### src/rtl/core/cbs_pkg.sv
// Shared types and constants for the code block brace scanner.
// Used by every module in rtl/core; depends on nothing else.
package cbs_pkg;

  // Nesting limit default and the hard ceiling set by the 8-bit depth.
  localparam int unsigned CBS_MAX_NESTING = 255;
  localparam int unsigned CBS_DEPTH_CEIL  = 255;

  // Byte queue between front and back (power of two).
  localparam int unsigned CBS_QUEUE_DEPTH = 4;

  // Error codes reported on the result channel.
  localparam logic [1:0] ERR_NONE     = 2'd0;
  localparam logic [1:0] ERR_CHAR_LIT = 2'd1;
  localparam logic [1:0] ERR_EOT      = 2'd2;
  localparam logic [1:0] ERR_NESTING  = 2'd3;

  // Byte classes produced by the front end.
  typedef enum logic [3:0] {
    CLS_OTHER   = 4'd0,
    CLS_ZERO    = 4'd1,
    CLS_DQUOTE  = 4'd2,
    CLS_SLASH   = 4'd3,
    CLS_STAR    = 4'd4,
    CLS_BSLASH  = 4'd5,
    CLS_QUOTE   = 4'd6,
    CLS_LBRACE  = 4'd7,
    CLS_RBRACE  = 4'd8,
    CLS_NEWLINE = 4'd9
  } cbs_cls_t;

  // Scanner modes.
  typedef enum logic [2:0] {
    MODE_NORMAL    = 3'd0,
    MODE_SLASH     = 3'd1,
    MODE_LINE      = 3'd2,
    MODE_BLOCK     = 3'd3,
    MODE_STRING    = 3'd4,
    MODE_CHR_FIRST = 3'd5,
    MODE_CHR_ESC   = 3'd6,
    MODE_CHR_CLOSE = 3'd7
  } cbs_mode_t;

  // Front end to queue: one classified request.
  typedef struct packed {
    logic     push;
    cbs_cls_t cls;
  } cbs_push_t;

  // Queue head as seen by the back end.
  typedef struct packed {
    logic     valid;
    cbs_cls_t cls;
  } cbs_head_t;

endpackage

### src/rtl/core/cbs_front.sv
// Front end of the brace scanner: input handshake and byte classification.
// Depends on cbs_pkg.
module cbs_front (
  input  logic               in_valid,
  output logic               in_ready,
  input  logic [7:0]         in_char_in,
  input  logic               q_full,
  output cbs_pkg::cbs_push_t push
);
  import cbs_pkg::*;

  cbs_cls_t cls;

  // Accept whenever the queue has room
  assign in_ready = !q_full;

  // Map the byte onto the few classes the scanner cares about
  always_comb begin
    unique case (in_char_in)
      8'h00:   cls = CLS_ZERO;
      8'h22:   cls = CLS_DQUOTE;
      8'h2F:   cls = CLS_SLASH;
      8'h2A:   cls = CLS_STAR;
      8'h5C:   cls = CLS_BSLASH;
      8'h27:   cls = CLS_QUOTE;
      8'h7B:   cls = CLS_LBRACE;
      8'h7D:   cls = CLS_RBRACE;
      8'h0A:   cls = CLS_NEWLINE;
      default: cls = CLS_OTHER;
    endcase
  end

  assign push.push = in_valid && !q_full;
  assign push.cls  = cls;

endmodule

### src/rtl/core/cbs_queue.sv
// Small FIFO of classified bytes between the front and back ends.
// Depends on cbs_pkg.
module cbs_queue (
  input  logic               clk,
  input  logic               rst_n,
  input  cbs_pkg::cbs_push_t push,
  output logic               q_full,
  output cbs_pkg::cbs_head_t head,
  input  logic               pop
);
  import cbs_pkg::*;

  localparam int unsigned PTR_W = $clog2(CBS_QUEUE_DEPTH);
  localparam int unsigned CNT_W = $clog2(CBS_QUEUE_DEPTH + 1);

  cbs_cls_t           mem_r [CBS_QUEUE_DEPTH];
  logic [PTR_W-1:0]   wr_ptr_r, wr_ptr_nxt;
  logic [PTR_W-1:0]   rd_ptr_r, rd_ptr_nxt;
  logic [CNT_W-1:0]   count_r, count_nxt;
  logic               do_pop;

  assign q_full     = (count_r == CNT_W'(CBS_QUEUE_DEPTH));
  assign head.valid = (count_r != '0);
  assign head.cls   = mem_r[rd_ptr_r];
  assign do_pop     = pop && head.valid;

  // Pointer and fill count update; pointers wrap at the power-of-two depth
  always_comb begin
    wr_ptr_nxt = push.push ? wr_ptr_r + 1'b1 : wr_ptr_r;
    rd_ptr_nxt = do_pop ? rd_ptr_r + 1'b1 : rd_ptr_r;
    count_nxt  = count_r;
    if (push.push && !do_pop) begin
      count_nxt = count_r + 1'b1;
    end else if (!push.push && do_pop) begin
      count_nxt = count_r - 1'b1;
    end
  end

  always_ff @(posedge clk) begin
    if (!rst_n) begin
      wr_ptr_r <= '0;
      rd_ptr_r <= '0;
      count_r  <= '0;
    end else begin
      wr_ptr_r <= wr_ptr_nxt;
      rd_ptr_r <= rd_ptr_nxt;
      count_r  <= count_nxt;
    end
  end

  // Storage needs no reset
  always_ff @(posedge clk) begin
    if (push.push) begin
      mem_r[wr_ptr_r] <= push.cls;
    end
  end

endmodule

### src/rtl/core/cbs_back.sv
// Back end of the brace scanner: scan state machine, depth counter and
// the registered result stage. Depends on cbs_pkg.
module cbs_back #(
  parameter int unsigned MAX_NESTING = cbs_pkg::CBS_MAX_NESTING
) (
  input  logic               clk,
  input  logic               rst_n,
  input  cbs_pkg::cbs_head_t head,
  output logic               pop,
  output logic               out_valid,
  input  logic               out_ready,
  output logic               out_in_body,
  output logic               out_block_end,
  output logic [1:0]         out_error_code,
  output logic [7:0]         out_current_depth
);
  import cbs_pkg::*;

  // Effective limit is capped by the 8-bit depth counter
  localparam logic [7:0] DEPTH_LIMIT = (MAX_NESTING > CBS_DEPTH_CEIL) ?
                                       8'(CBS_DEPTH_CEIL) : 8'(MAX_NESTING);

  cbs_mode_t  mode_r, mode_nxt;
  logic       bs_r, bs_nxt;
  logic       star_r, star_nxt;
  logic [7:0] depth_r, depth_nxt;

  logic       out_valid_r, out_valid_nxt;
  logic       body_r, end_r;
  logic [1:0] err_r;
  logic [7:0] cdepth_r;

  logic       plain;
  logic [1:0] err;
  logic       blk_end;

  // Take a request when the result stage is empty or draining
  assign pop = head.valid && (!out_valid_r || out_ready);

  // Next scan state for the byte at the queue head
  always_comb begin
    mode_nxt  = mode_r;
    bs_nxt    = bs_r;
    star_nxt  = star_r;
    depth_nxt = depth_r;
    err       = ERR_NONE;
    blk_end   = 1'b0;
    plain     = 1'b0;

    if (head.cls == CLS_ZERO) begin
      err = ERR_EOT;
    end else begin
      unique case (mode_r)
        MODE_SLASH: begin
          if (head.cls == CLS_SLASH) begin
            mode_nxt = MODE_LINE;
          end else if (head.cls == CLS_STAR) begin
            mode_nxt = MODE_BLOCK;
            star_nxt = 1'b0;
          end else begin
            mode_nxt = MODE_NORMAL;
            plain    = 1'b1;
          end
        end
        MODE_LINE: begin
          if (head.cls == CLS_NEWLINE) mode_nxt = MODE_NORMAL;
        end
        MODE_BLOCK: begin
          if (star_r && head.cls == CLS_SLASH) begin
            mode_nxt = MODE_NORMAL;
            star_nxt = 1'b0;
          end else begin
            star_nxt = (head.cls == CLS_STAR);
          end
        end
        MODE_STRING: begin
          if (head.cls == CLS_DQUOTE && !bs_r) begin
            mode_nxt = MODE_NORMAL;
            bs_nxt   = 1'b0;
          end else begin
            bs_nxt = (head.cls == CLS_BSLASH);
          end
        end
        MODE_CHR_FIRST: begin
          mode_nxt = (head.cls == CLS_BSLASH) ? MODE_CHR_ESC : MODE_CHR_CLOSE;
        end
        MODE_CHR_ESC: begin
          mode_nxt = MODE_CHR_CLOSE;
        end
        MODE_CHR_CLOSE: begin
          if (head.cls == CLS_QUOTE) mode_nxt = MODE_NORMAL;
          else                       err = ERR_CHAR_LIT;
        end
        MODE_NORMAL: begin
          plain = 1'b1;
        end
      endcase
    end

    // Plain code: also covers the byte after a lone slash
    if (plain) begin
      unique case (head.cls)
        CLS_DQUOTE: begin
          mode_nxt = MODE_STRING;
          bs_nxt   = 1'b0;
        end
        CLS_SLASH: mode_nxt = MODE_SLASH;
        CLS_QUOTE: mode_nxt = MODE_CHR_FIRST;
        CLS_LBRACE: begin
          if (depth_r >= DEPTH_LIMIT) err = ERR_NESTING;
          else                        depth_nxt = depth_r + 8'd1;
        end
        CLS_RBRACE: begin
          depth_nxt = depth_r - 8'd1;
          if (depth_r == 8'd1) blk_end = 1'b1;
        end
        default: ;
      endcase
    end

    // Block end or error: back to the start of a new block
    if (err != ERR_NONE || blk_end) begin
      mode_nxt  = MODE_NORMAL;
      bs_nxt    = 1'b0;
      star_nxt  = 1'b0;
      depth_nxt = 8'd1;
    end
  end

  // Result stage occupancy
  always_comb begin
    out_valid_nxt = out_valid_r;
    if (pop)            out_valid_nxt = 1'b1;
    else if (out_ready) out_valid_nxt = 1'b0;
  end

  always_ff @(posedge clk) begin
    if (!rst_n) begin
      mode_r      <= MODE_NORMAL;
      bs_r        <= 1'b0;
      star_r      <= 1'b0;
      depth_r     <= 8'd1;
      out_valid_r <= 1'b0;
    end else begin
      out_valid_r <= out_valid_nxt;
      if (pop) begin
        mode_r  <= mode_nxt;
        bs_r    <= bs_nxt;
        star_r  <= star_nxt;
        depth_r <= depth_nxt;
      end
    end
  end

  // Result payload
  always_ff @(posedge clk) begin
    if (pop) begin
      if (err != ERR_NONE || blk_end) begin
        body_r   <= 1'b0;
        end_r    <= blk_end;
        err_r    <= err;
        cdepth_r <= 8'd0;
      end else begin
        body_r   <= 1'b1;
        end_r    <= 1'b0;
        err_r    <= ERR_NONE;
        cdepth_r <= depth_nxt;
      end
    end
  end

  assign out_valid         = out_valid_r;
  assign out_in_body       = body_r;
  assign out_block_end     = end_r;
  assign out_error_code    = err_r;
  assign out_current_depth = cdepth_r;

endmodule

### src/rtl/core/code_block_brace_scanner.sv
// Brace scanner for the bytes of a C-like code body, one byte per request,
// starting just after the opening brace. Each byte yields one result with
// body membership, block end, nesting depth and an error code; braces in
// strings, comments and character literals are ignored. Throughput is one
// byte per clock while the result side is not stalled, set by the mode and
// depth update the back end makes for each byte it takes. Each byte is
// written into the four-entry byte queue when accepted, then scanned from
// the queue head into the result register when popped. The queue lets
// input keep flowing for four bytes while the result side stalls.
// Depends on cbs_pkg, cbs_front, cbs_queue, cbs_back.
module code_block_brace_scanner #(
  parameter int unsigned MAX_NESTING = cbs_pkg::CBS_MAX_NESTING
) (
  input  logic       clk,
  input  logic       rst_n,
  input  logic       in_valid,
  output logic       in_ready,
  input  logic [7:0] in_char_in,
  output logic       out_valid,
  input  logic       out_ready,
  output logic       out_in_body,
  output logic       out_block_end,
  output logic [1:0] out_error_code,
  output logic [7:0] out_current_depth
);
  import cbs_pkg::*;

  cbs_push_t push;
  cbs_head_t head;
  logic      q_full;
  logic      pop;

  // Classify and accept
  cbs_front u_front (
    .in_valid   (in_valid),
    .in_ready   (in_ready),
    .in_char_in (in_char_in),
    .q_full     (q_full),
    .push       (push)
  );

  // Decoupling queue
  cbs_queue u_queue (
    .clk    (clk),
    .rst_n  (rst_n),
    .push   (push),
    .q_full (q_full),
    .head   (head),
    .pop    (pop)
  );

  // Scan engine and result register
  cbs_back #(
    .MAX_NESTING (MAX_NESTING)
  ) u_back (
    .clk               (clk),
    .rst_n             (rst_n),
    .head              (head),
    .pop               (pop),
    .out_valid         (out_valid),
    .out_ready         (out_ready),
    .out_in_body       (out_in_body),
    .out_block_end     (out_block_end),
    .out_error_code    (out_error_code),
    .out_current_depth (out_current_depth)
  );

endmodule
### config.mk
export PLATFORM = sky130hd
export DESIGN_NAME = code_block_brace_scanner
export DESIGN_NICKNAME = d
export VERILOG_FILES = /design/src/rtl/core/cbs_pkg.sv /design/src/rtl/core/cbs_front.sv /design/src/rtl/core/cbs_queue.sv /design/src/rtl/core/cbs_back.sv /design/src/rtl/core/code_block_brace_scanner.sv
export SDC_FILE = /design/constraint.sdc
export NUM_CORES = 1
export LEC_CHECK = 0
export ABC_AREA = 1
export ABC_CLOCK_PERIOD_IN_PS = 4100
export CORE_MARGIN = 8
export CORE_UTILIZATION = 50
export CTS_CLUSTER_DIAMETER = 60
export DETAILED_ROUTE_END_ITERATION = 10
export DONT_BUFFER_PORTS = 1
export PLACE_DENSITY_LB_ADDON = 0.15
export SLEW_MARGIN = 40
export SYNTH_ARGS = -nofsm -noshare
export SYNTH_HDL_FRONTEND = slang
export SYNTH_SLANG_ARGS = --single-unit
### constraint.sdc
create_clock -name clk -period 4.1 [get_ports clk]
set_clock_uncertainty 0.15 [all_clocks]
set_input_delay 0.82 -clock clk [delete_from_list [all_inputs] [get_ports clk]]
set_output_delay 0.82 -clock clk [all_outputs]
set_load 0.005 [all_outputs]
==> impl_summary.txt, run 1 <==
----------------------------------------------------
[Status]
  Outcome ... finished, final reports clean

[CTS]
  H-Tree Depth ... 2
  CTS tree ... done
  Skew-Pair Late Insertion Delay ... 0.31 ns
  CTS buffer count ... 5
  Clock sinks ... 51
  Clock-pin transition on the worst setup and hold timing paths ... 0.09 ns
  CTS-repair resized insts ... 0
  Number of buffers added to fix hold violations after cts ... 0
  Post-CTS setup buffer count ... 0
  Clock Tree Root ... clkbuf_8
  Maximum buffer depth of the clock tree ... 2

[Drt]
  Wire per inst ... 12.97 um
  Number of iterations in the first detailed-routing pass ... 5
  Vias per inst ... 5.302
  Final ANT Viol Nets ... 0
  Starting DRC count in detailed routing ... 121
  Number of design rule violations left after detail routing ... 0
  Routed vias ... 2561
  Post-detailed-routing wire length ... 6.264 mm

[Pwr]
  Leak ... 1.450 nW
  Switching power summed over all nets ... 0.001096 W
  Fraction of power consumed by sequential logic ... 38.8%
  Relative contribution of the clock network to total power ... 12.7%
  Net Sw Frac ... 46.95%
  Cell internal pwr ... 0.001238 W
  Combinational Power Share ... 48.6%
  Worst vdd ir ... 615.3 uV
  Ratio of total power to cell area ... 719.3 mW/mm^2

[Synth]
  Sequential fraction of the synthesis area ... 42.12%
  Post-synthesis instance area ... 0.003089 mm^2
  Synth Instances ... 407
  Synthesized net count ... 428
  Distinct cell type count of the synthesized netlist ... 39
  Synth area leaders ... edfxtp_1 27%, dfxtp_1 15%, nand2_1 12%, inv_1 6.4%, nand3_1 5.7%
  Count of yosys warnings during synthesis ... 0
  Portion of synthesized cell area occupied by the leading cell type ... 27.22%
  Dominant cell type by area after synthesis ... edfxtp_1
  Flip-flop and latch count after synthesis ... 51
  Mean instance size in the synthesized netlist ... 7.590 um^2

[Layout]
  Leading cell type in the layout, fill and taps excluded ... nand2_1
  Cell area after layout ... 0.003246 mm^2
  Layout cell share with drive strength beyond 1 ... 9.314%
  Nets ... 428
  Diode count ... 0
  Most frequent cells in the layout ... 100 x nand2_1, 53 x inv_1, 35 x nand3_1
  Layout Area Growth over Synthesis ... 5.063%

[Placed design]
  Count of input and output buffers ... 0
  Placed Area ... 0.003158 mm^2
  Detailed placer's ending HPWL ... 4.728 mm
  Placer Congestion ... 0.8844

[Critical path]
  Top Family by Delay on Critical Path ... simple AND/OR/NAND/NOR gates
  CP endpoint kind ... flip-flop
  Cells along the critical path ... inv_4 -> nand2_1 -> nand3_1 -> nand2_1 -> nand4_2 -> nor3_1 -> nand3_2 -> nand2_1 -> nor2_4 -> nand3_1 -> inv_1
  Critical Setup Path Class ... reg -> reg
  Crit start category ... flip-flop
  Slowest stage cell on the critical path ... dfxtp_1
  WP buf/inv ... 2
  Crit-path max FO ... 14
  Worst EP required ... 4.02 ns
  Cell type with the highest occurrence count on the critical path ... nand2_1
  Arrival time of data at the critical path endpoint ... 2.36 ns
  Peak per-stage delay on the critical path ... 0.54 ns

[Timing]
  Unrepaired setup endpoints after global routing ... no
  Pins Over Slew Limit ... 0
  Achievable clock frequency ... 410.0 MHz
  Count of final setup violators ... 0
  Actual slew at the worst max-slew pin ... 0.7252 ns
  Headroom to the max-slew limit ... 51.02%
  Accumulated negative setup slack ... 0 ns
  Final clock period utilization by the worst path ... 59.49%
  Fin crit period ... 2.439 ns
  Number of hold violations in the final report ... 0

[GRT]
  Number of antenna violations at the first check in global routing ... 0
  Total routing usage reported by global routing ... 14.92%
  Maximum number of pins on one net before global-route repair ... 35
  Global-route wire length before repair ... 11.01 mm
  Total overflow reported by the global router ... 0
  Vias in the first global route ... 2451

[Die]
  Area of the die ... 0.008949 mm^2
  CORE AREA ... 0.005956 mm^2
  Starting density of the core ... 51.87%
  Cell row count ... 28
  Num ports ... 26
  Die X-Extent ... 94.60 um
  Die Ht ... 94.60 um

[Worst hold path]
  Class of the most critical hold timing path ... reg -> reg

[Flow run]
  Max-cap violations ... 0

----------------------------------------------------
==> cells by family after synthesis <==
| logic type | share of synthesized area [%] |
|---|---|
| AOI/OAI and AO/OA | 12.19 |
| xor gates and xnor gates | 1.418 |
| adders and majority gates | 3.888 |
| buffers and inverters | 9.153 |
| DFF | 42.12 |
| and+or+nand+nor | 31.23 |
==> metal layers <==
metal	wire [um]	global-route usage, %
met5	0	0
met4	82	5.072
met3	259	3.571
met2	2894	24.68
met1	3027	18.60
==> final timing paths <==
| path | start | to | slack (ns) | cells after the start |
|---|---|---|---|---|
| setup / recovery | flip-flop | u_back.out_current_depth[4] | 1.66 | 11 |
| hold / removal | u_back.bs_r | u_back.bs_r | 0.35 | 2 |
| setup reg to reg | flip-flop | u_back.out_current_depth[4] | 1.66 | 11 |
| hold reg to reg | u_back.bs_r | u_back.bs_r | 0.35 | 2 |
==> area by class of cell <==
type                            count  area [um^2]
Timing Repair Buffer                1        7.507
Fill cell                         559         2710
Multi-Input combinational cell    286         1520
Sequential cell                    51         1301
Tap cell                           75        93.84
Clock inverter                      2        11.26
Clock buffer                        6        76.32
Inverter                           62        235.2
==> state kept, by name, summed over array words and instances (netlist names), named ones only <==
| register | cells |
|---|---|
| u_back.bs_r | 1 |
| u_back.depth_r | 8 |
| u_back.mode_r | 3 |
| u_back.out_block_end | 1 |
| u_back.out_current_depth | 8 |
| u_back.out_error_code | 2 |
| u_back.out_in_body | 1 |
| u_back.out_valid | 1 |
| u_back.star_r | 1 |
| u_queue.count_r | 3 |
| u_queue.mem_r | 16 |
| u_queue.rd_ptr_r | 2 |
| u_queue.wr_ptr_r | 2 |
==> power groups by stage <==
| stage | logic [W] | registers [W] | clock network, W |
|---|---|---|---|
| after floorplan | 0.000971 | 0.000845 | 0 |
| after global placement | 0.00111 | 0.000922 | 0 |
| after detailed placement | 0.00113 | 0.000922 | 0 |
| after CTS | 0.00114 | 0.000910 | 0.000307 |
| after global routing | 0.00130 | 0.000935 | 0.000319 |
| final | 0.00113 | 0.000905 | 0.000296 |
==> cells in the mapped netlist <==
cell,instances
inv_1,53
nor3_1,10
fa_1,1
nand2_1,100
a21boi_1,1
o2111ai_1,1
nor2_4,3
nand3_2,4
or2_2,1
nor2_1,24
nor4_1,3
dfxtp_1,23
o21ai_0,29
nor4_4,1
or3_1,1
nand3_1,35
buf_2,2
a31oi_1,3
clkinv_1,1
inv_4,1
and3_1,1
a21boi_0,1
o31ai_1,1
nand2_4,2
inv_2,7
nand4_1,9
ha_1,8
xor2_1,5
buf_6,2
o21bai_1,4
nor2_2,1
clkbuf_1,3
o41ai_1,1
a21oi_1,26
o22ai_1,2
nand2_2,7
nand4_2,1
buf_1,1
edfxtp_1,28
==> worst min-delay path: stages (launching register included) <==
cell and delay [ns]:
dfxtp_1 0.34, nand2_1 0.07, a21oi_1 0.06
==> stage by stage <==
step           utilization [%]  total power, W  instances  hold slack [ns]  worst slack, ns
2_1_floorplan                -        0.001816        407           0.3016            1.477
4_1_cts                  54.50        0.002357        483           0.3545            1.654
6_report                 54.50        0.002335        483           0.3494            1.661
5_1_grt                  54.50        0.002558        483           0.3706            1.432
3_3_place_gp             53.03        0.002032        475           0.3212            1.552
3_5_place_dp             53.03        0.002056        475           0.3401            1.492
No activity file was read; power rests on OpenSTA's default activity.
==> run 2, diff against run 1 <==
--- a/config.mk
+++ b/config.mk
@@ -6,7 +6,7 @@
 export NUM_CORES = 1
 export LEC_CHECK = 0
 export ABC_AREA = 1
-export ABC_CLOCK_PERIOD_IN_PS = 4100
+export ABC_CLOCK_PERIOD_IN_PS = 2500
 export CORE_MARGIN = 8
 export CORE_UTILIZATION = 50
 export CTS_CLUSTER_DIAMETER = 60
==> constraint.sdc (replaced) <==
create_clock -name clk -period 2.5 [get_ports clk]
set_clock_uncertainty 0.15 [all_clocks]
set_input_delay 0.5 -clock clk [delete_from_list [all_inputs] [get_ports clk]]
set_output_delay 0.5 -clock clk [all_outputs]
set_load 0.005 [all_outputs]
==> run 2 against run 1 <==
Via count increased by 3.3%. Clock power increased by 65%. Hold slack got worse by 0.19 ns. Combinational power increased by 76%. Fmax increased by 4.5%. Sequential share of layout area decreased by 0.95 points. Die area unchanged. Largest power group unchanged.
==> impl_summary.txt, run 2 (same netlist as run 1, synthesis figures left out) <==
----------------------------------------------------
[Status]
  Outcome ... finished, final reports clean

[Timing]
  Unrepaired setup endpoints after global routing ... no
  Number of hold violations in the final report ... 0
  Final clock period utilization by the worst path ... 93.35%
  Actual slew at the worst max-slew pin ... 0.8169 ns
  Pins Over Slew Limit ... 0
  Fin crit period ... 2.334 ns
  Smallest hold slack ... 0.1641 ns
  Count of final setup violators ... 0
  Headroom to the max-slew limit ... 44.83%
  Achievable clock frequency ... 428.5 MHz
  Accumulated negative setup slack ... 0 ns

[Critical path]
  Crit start category ... flip-flop
  Critical Setup Path Class ... reg -> reg
  CP endpoint kind ... flip-flop
  Cell type with the highest occurrence count on the critical path ... nand2_2
  Slowest stage cell on the critical path ... dfxtp_1
  Peak per-stage delay on the critical path ... 0.48 ns
  Crit-path max FO ... 13
  Cells along the critical path ... inv_2 -> nand3_1 -> nand2_2 -> nor2_2 -> nand2_2 -> nor2_2 -> nand3_2 -> nand2_2 -> nor2_4 -> buf_12 -> buf_4 -> nand2_1 -> inv_1
  Worst EP required ... 2.43 ns
  Top Family by Delay on Critical Path ... simple AND/OR/NAND/NOR gates
  WP buf/inv ... 4
  Arrival time of data at the critical path endpoint ... 2.26 ns

[CTS]
  Number of buffers added to fix hold violations after cts ... 0
  Skew-Pair Late Insertion Delay ... 0.31 ns
  Clock Tree Root ... clkbuf_8
  Maximum buffer depth of the clock tree ... 2
  CTS tree ... done
  H-Tree Depth ... 2
  CTS buffer count ... 5
  Clock-pin transition on the worst setup and hold timing paths ... 0.09 ns
  Clock sinks ... 51

[GRT]
  Maximum number of pins on one net before global-route repair ... 35
  Vias in the first global route ... 2524
  Number of antenna violations at the first check in global routing ... 0
  Total overflow reported by the global router ... 0
  Global-route wire length before repair ... 11.09 mm
  Total routing usage reported by global routing ... 15.32%

[Layout]
  Layout cell share with drive strength beyond 1 ... 12.02%
  Largest register FFs ... 16
  Layout Area Growth over Synthesis ... 7.817%
  Most frequent cells in the layout ... 99 x nand2_1, 53 x inv_1, 35 x nand3_1
  Layout filler cell count ... 577
  Nets ... 436
  Most flop-heavy register ... u_queue.mem_r
  Diode count ... 0
  Leading cell type in the layout, fill and taps excluded ... nand2_1

[Flow run]
  Max-cap violations ... 0

[Pwr]
  Total chip power ... 0.003938 W
  Leak ... 1.491 nW
  Worst vdd ir ... 870.0 uV
  Ratio of total power to cell area ... 1182 mW/mm^2

[Drt]
  Starting DRC count in detailed routing ... 126
  Number of design rule violations left after detail routing ... 0
  Vias per inst ... 5.387
  Post-detailed-routing wire length ... 6.369 mm
  Wire per inst ... 12.97 um
  Number of iterations in the first detailed-routing pass ... 5
  Routed vias ... 2645
  Final ANT Viol Nets ... 0

[Worst hold path]
  Class of the most critical hold timing path ... in -> reg

[Die]
  Starting density of the core ... 51.87%
  CORE AREA ... 0.005956 mm^2
  Num ports ... 26
  Die Ht ... 94.60 um
  Die X-Extent ... 94.60 um
  Cell row count ... 28
  Area of the die ... 0.008949 mm^2

[Placed design]
  Count of input and output buffers ... 0
  Detailed placer's ending HPWL ... 4.900 mm
  Placer Congestion ... 0.9044

----------------------------------------------------
## run 2: timing repair
| action | 4_1_cts | 5_1_grt |
|---|---|---|
| setup buffers | 0 | 2 |
| resized for setup | 0 | 4 |
| endpoints found under the setup margin | 0 | 20 |
## run 2: layout make-up
class / instances / area, um^2 / share of cell area (%)
clock inverter: 3 / 23.77 / 0.7138
clock buffer: 5 / 68.82 / 2.066
inverter: 62 / 235.2 / 7.062
tap: 75 / 93.84 / 2.817
multi-input combinational: 286 / 1525 / 45.79
sequential: 51 / 1304 / 39.14
timing repair buffer: 9 / 80.08 / 2.404
## run 2: where the power goes
group / switching, W / total, W / internal (W)
Combinational: 0.00131 / 0.00199 / 0.000673
Clock: 0.000285 / 0.000487 / 0.000202
Sequential: 0.000240 / 0.00147 / 0.00123
## run 2: worst paths after layout
kind / startpoint / end / slack [ns] / depth (start not counted)
worst max-delay path: flip-flop / u_back.out_current_depth[3] / 0.17 / 13
worst min-delay path: rst_n / u_back.star_r / 0.16 / 2
worst max register to register: flip-flop / u_back.out_current_depth[3] / 0.17 / 13
worst min register to register: u_back.bs_r / u_back.bs_r / 0.34 / 2
## run 2: through the flow
step	cell area, um^2	std cells	worst slack, ns	utilization [%]
after floorplan	3089	407	0.1972	-
after global placement	3203	481	0.1216	53.78
after detailed placement	3203	481	0.06571	53.78
after CTS	3296	489	0.03729	55.34
after global routing	3331	491	0.03195	55.92
final	3331	491	0.1662	55.92
## run 2: worst reg2reg max path: cells and delay by family (launching register included)
kind	cells	cell delay, ns
buf+inv	4	0.44
simple gates	9	1.05
flops	1	0.48
## run 2: metal layers
metal  part of all wire (%)  global-route usage [%]  wire [um]
met1                     46                   19.02       2951
met2                     48                   24.62       3062
met3                    4.4                   3.651        279
met4                    1.2                   7.022         76
met5                      0                       0          0
==> run 3, diff against run 2 <==
--- a/config.mk
+++ b/config.mk
@@ -7,6 +7,7 @@
 export LEC_CHECK = 0
 export ABC_AREA = 1
 export ABC_CLOCK_PERIOD_IN_PS = 2500
+export CORE_ASPECT_RATIO = 1.2
 export CORE_MARGIN = 8
 export CORE_UTILIZATION = 50
 export CTS_CLUSTER_DIAMETER = 60
==> run 3 against run 2 <==
Fmax rose by 3.2%. Largest cell class unchanged. Cell count rose by 1.4%. Via count barely moved. Worst setup slack improved by 0.072 ns. Flip-flop and latch count did not move.
==> impl_summary.txt, run 3 (same netlist as run 1, synthesis figures left out) <==
----------------------------------------------------
[Worst hold path]
  Class of the most critical hold timing path ... in -> reg

[GRT]
  Maximum number of pins on one net before global-route repair ... 35
  Number of antenna violations at the first check in global routing ... 0
  Total routing usage reported by global routing ... 15.36%
  Total overflow reported by the global router ... 0
  Global-route wire length before repair ... 11.19 mm
  Vias in the first global route ... 2553

[Timing]
  Headroom to the max-slew limit ... 53.43%
  Actual slew at the worst max-slew pin ... 0.6895 ns
  Final WS setup ... 0.2379 ns
  Count of final setup violators ... 0
  Final clock period utilization by the worst path ... 90.49%
  Number of hold violations in the final report ... 0
  Pins Over Slew Limit ... 0
  Achievable clock frequency ... 442.1 MHz
  Fin crit period ... 2.262 ns
  Unrepaired setup endpoints after global routing ... no
  Smallest hold slack ... 0.1534 ns
  Accumulated negative setup slack ... 0 ns

[CTS]
  Clock sinks ... 51
  H-Tree Depth ... 2
  Clock Tree Root ... clkbuf_8
  Clock-pin transition on the worst setup and hold timing paths ... 0.10 ns
  CTS buffer count ... 5
  Skew-Pair Late Insertion Delay ... 0.30 ns
  Maximum buffer depth of the clock tree ... 2
  CTS tree ... done

[Layout]
  Sequential cell area ... 0.001304 mm^2
  Layout Area Growth over Synthesis ... 8.141%
  Diode count ... 0
  Area of combinational cells with multiple inputs ... 0.001520 mm^2
  Layout filler cell count ... 554
  Nets ... 436
  Most flop-heavy register ... u_queue.mem_r
  Largest register FFs ... 16
  Layout cell share with drive strength beyond 1 ... 11.30%
  Most frequent cells in the layout ... 100 x nand2_1, 53 x inv_1, 35 x nand3_1
  Leading cell type in the layout, fill and taps excluded ... nand2_1

[Die]
  Cell row count ... 31
  Die Ht ... 102.1 um
  CORE AREA ... 0.006012 mm^2
  Num ports ... 26
  Starting density of the core ... 51.38%
  Die X-Extent ... 87.76 um
  Area of the die ... 0.008960 mm^2

[Drt]
  Vias per inst ... 5.313
  Wire per inst ... 12.94 um
  Number of design rule violations left after detail routing ... 0
  Starting DRC count in detailed routing ... 104
  Final ANT Viol Nets ... 0
  Post-detailed-routing wire length ... 6.445 mm
  Routed vias ... 2646
  Number of iterations in the first detailed-routing pass ... 4

[Critical path]
  Slowest stage cell on the critical path ... dfxtp_2
  Worst reg-to-reg path cell count ... 11
  Peak per-stage delay on the critical path ... 0.44 ns
  Reg2reg end ... u_back.out_current_depth[6]
  Cell type with the highest occurrence count on the critical path ... nand2_1
  Crit path to ... u_back.out_current_depth[6]
  Crit-path max FO ... 14
  CP endpoint kind ... flip-flop
  Cells along the critical path ... inv_4 -> nand2_1 -> nand3_1 -> nand2_1 -> nand4_2 -> nor3_1 -> nand3_2 -> nand2_1 -> nor2_4 -> nand2_1 -> inv_1
  Critical Setup Path Class ... reg -> reg
  Worst EP required ... 2.43 ns
  Crit start category ... flip-flop
  Arrival time of data at the critical path endpoint ... 2.19 ns
  Setup slack, reg-to-reg ... 0.24 ns

[Pwr]
  Total chip power ... 0.004007 W
  Ratio of total power to cell area ... 1199 mW/mm^2
  Leak ... 1.497 nW
  Worst vdd ir ... 684.7 uV

[Placed design]
  Placer Congestion ... 0.9347
  Count of input and output buffers ... 0
  Pre-CTS setup slack ... 0.1380 ns
  Detailed placer's ending HPWL ... 4.906 mm

[Flow run]
  Max-cap violations ... 0

[Status]
  Outcome ... finished, final reports clean

----------------------------------------------------
## run 3: changes by cell type in the layout (fill, tap and decap cells not counted), sizes merged
cell,delta
clkinvlp,-1
bufinv,+1
## run 3: timing repair
item	in CTS	in global routing
setup endpoints to repair	0	20
gates resized for setup	0	2
buffers inserted	0	0
hold buffers	0	0
## run 3: final cells by class
type                       instances  share of cell area, %
sequential                        51                  39.03
multi-input combinational        286                  45.51
clock inverter                     3                  1.273
timing repair buffer               9                  2.022
clock buffer                       5                  2.060
tap                               82                  3.071
inverter                          62                  7.041
## run 3: metrics by stage
step	std cells	util, %	cell area [um^2]
global placement	490	53.67	3227
global route	498	55.57	3341
floorplan	407	-	3089
detailed placement	490	53.67	3227
CTS	498	55.53	3338
finish	498	55.57	3341
## run 3: worst min-delay path by stage
stage	cells past startpoint	end	startpoint	slack [ns]
2_1_floorplan	2	u_back.star_r	u_back.star_r	0.30
3_3_place_gp	2	u_back.star_r	u_back.star_r	0.33
3_5_place_dp	2	u_back.bs_r	u_back.bs_r	0.33
4_1_cts	2	u_back.star_r	rst_n	0.15
5_1_grt	2	u_queue.count_r[2]	rst_n	0.16
6_report	2	u_back.star_r	rst_n	0.15
## run 3: per-layer routing
layer | share of wire, % | vias up | GRT usage, %
met2 | 49 | 75 | 26.10
met5 | 0 | - | 0
met1 | 44 | 1190 | 18.17
met4 | 1.8 | 0 | 5.968
li1 | - | 1369 | -
met3 | 5.1 | 12 | 3.540
## run 3: report_power, final
part	switching (W)	internal (W)
registers	0.000225	0.00123
clock network	0.000279	0.000299
logic	0.00133	0.000650
total	0.00183	0.00218
## run 3: critical path, delay by kind of cell, from the launching register on
kind	cells	cell delay, ns
AND/OR/NAND/NOR	9	1.32
buffers and inverters	2	0.13
flip-flops	1	0.44
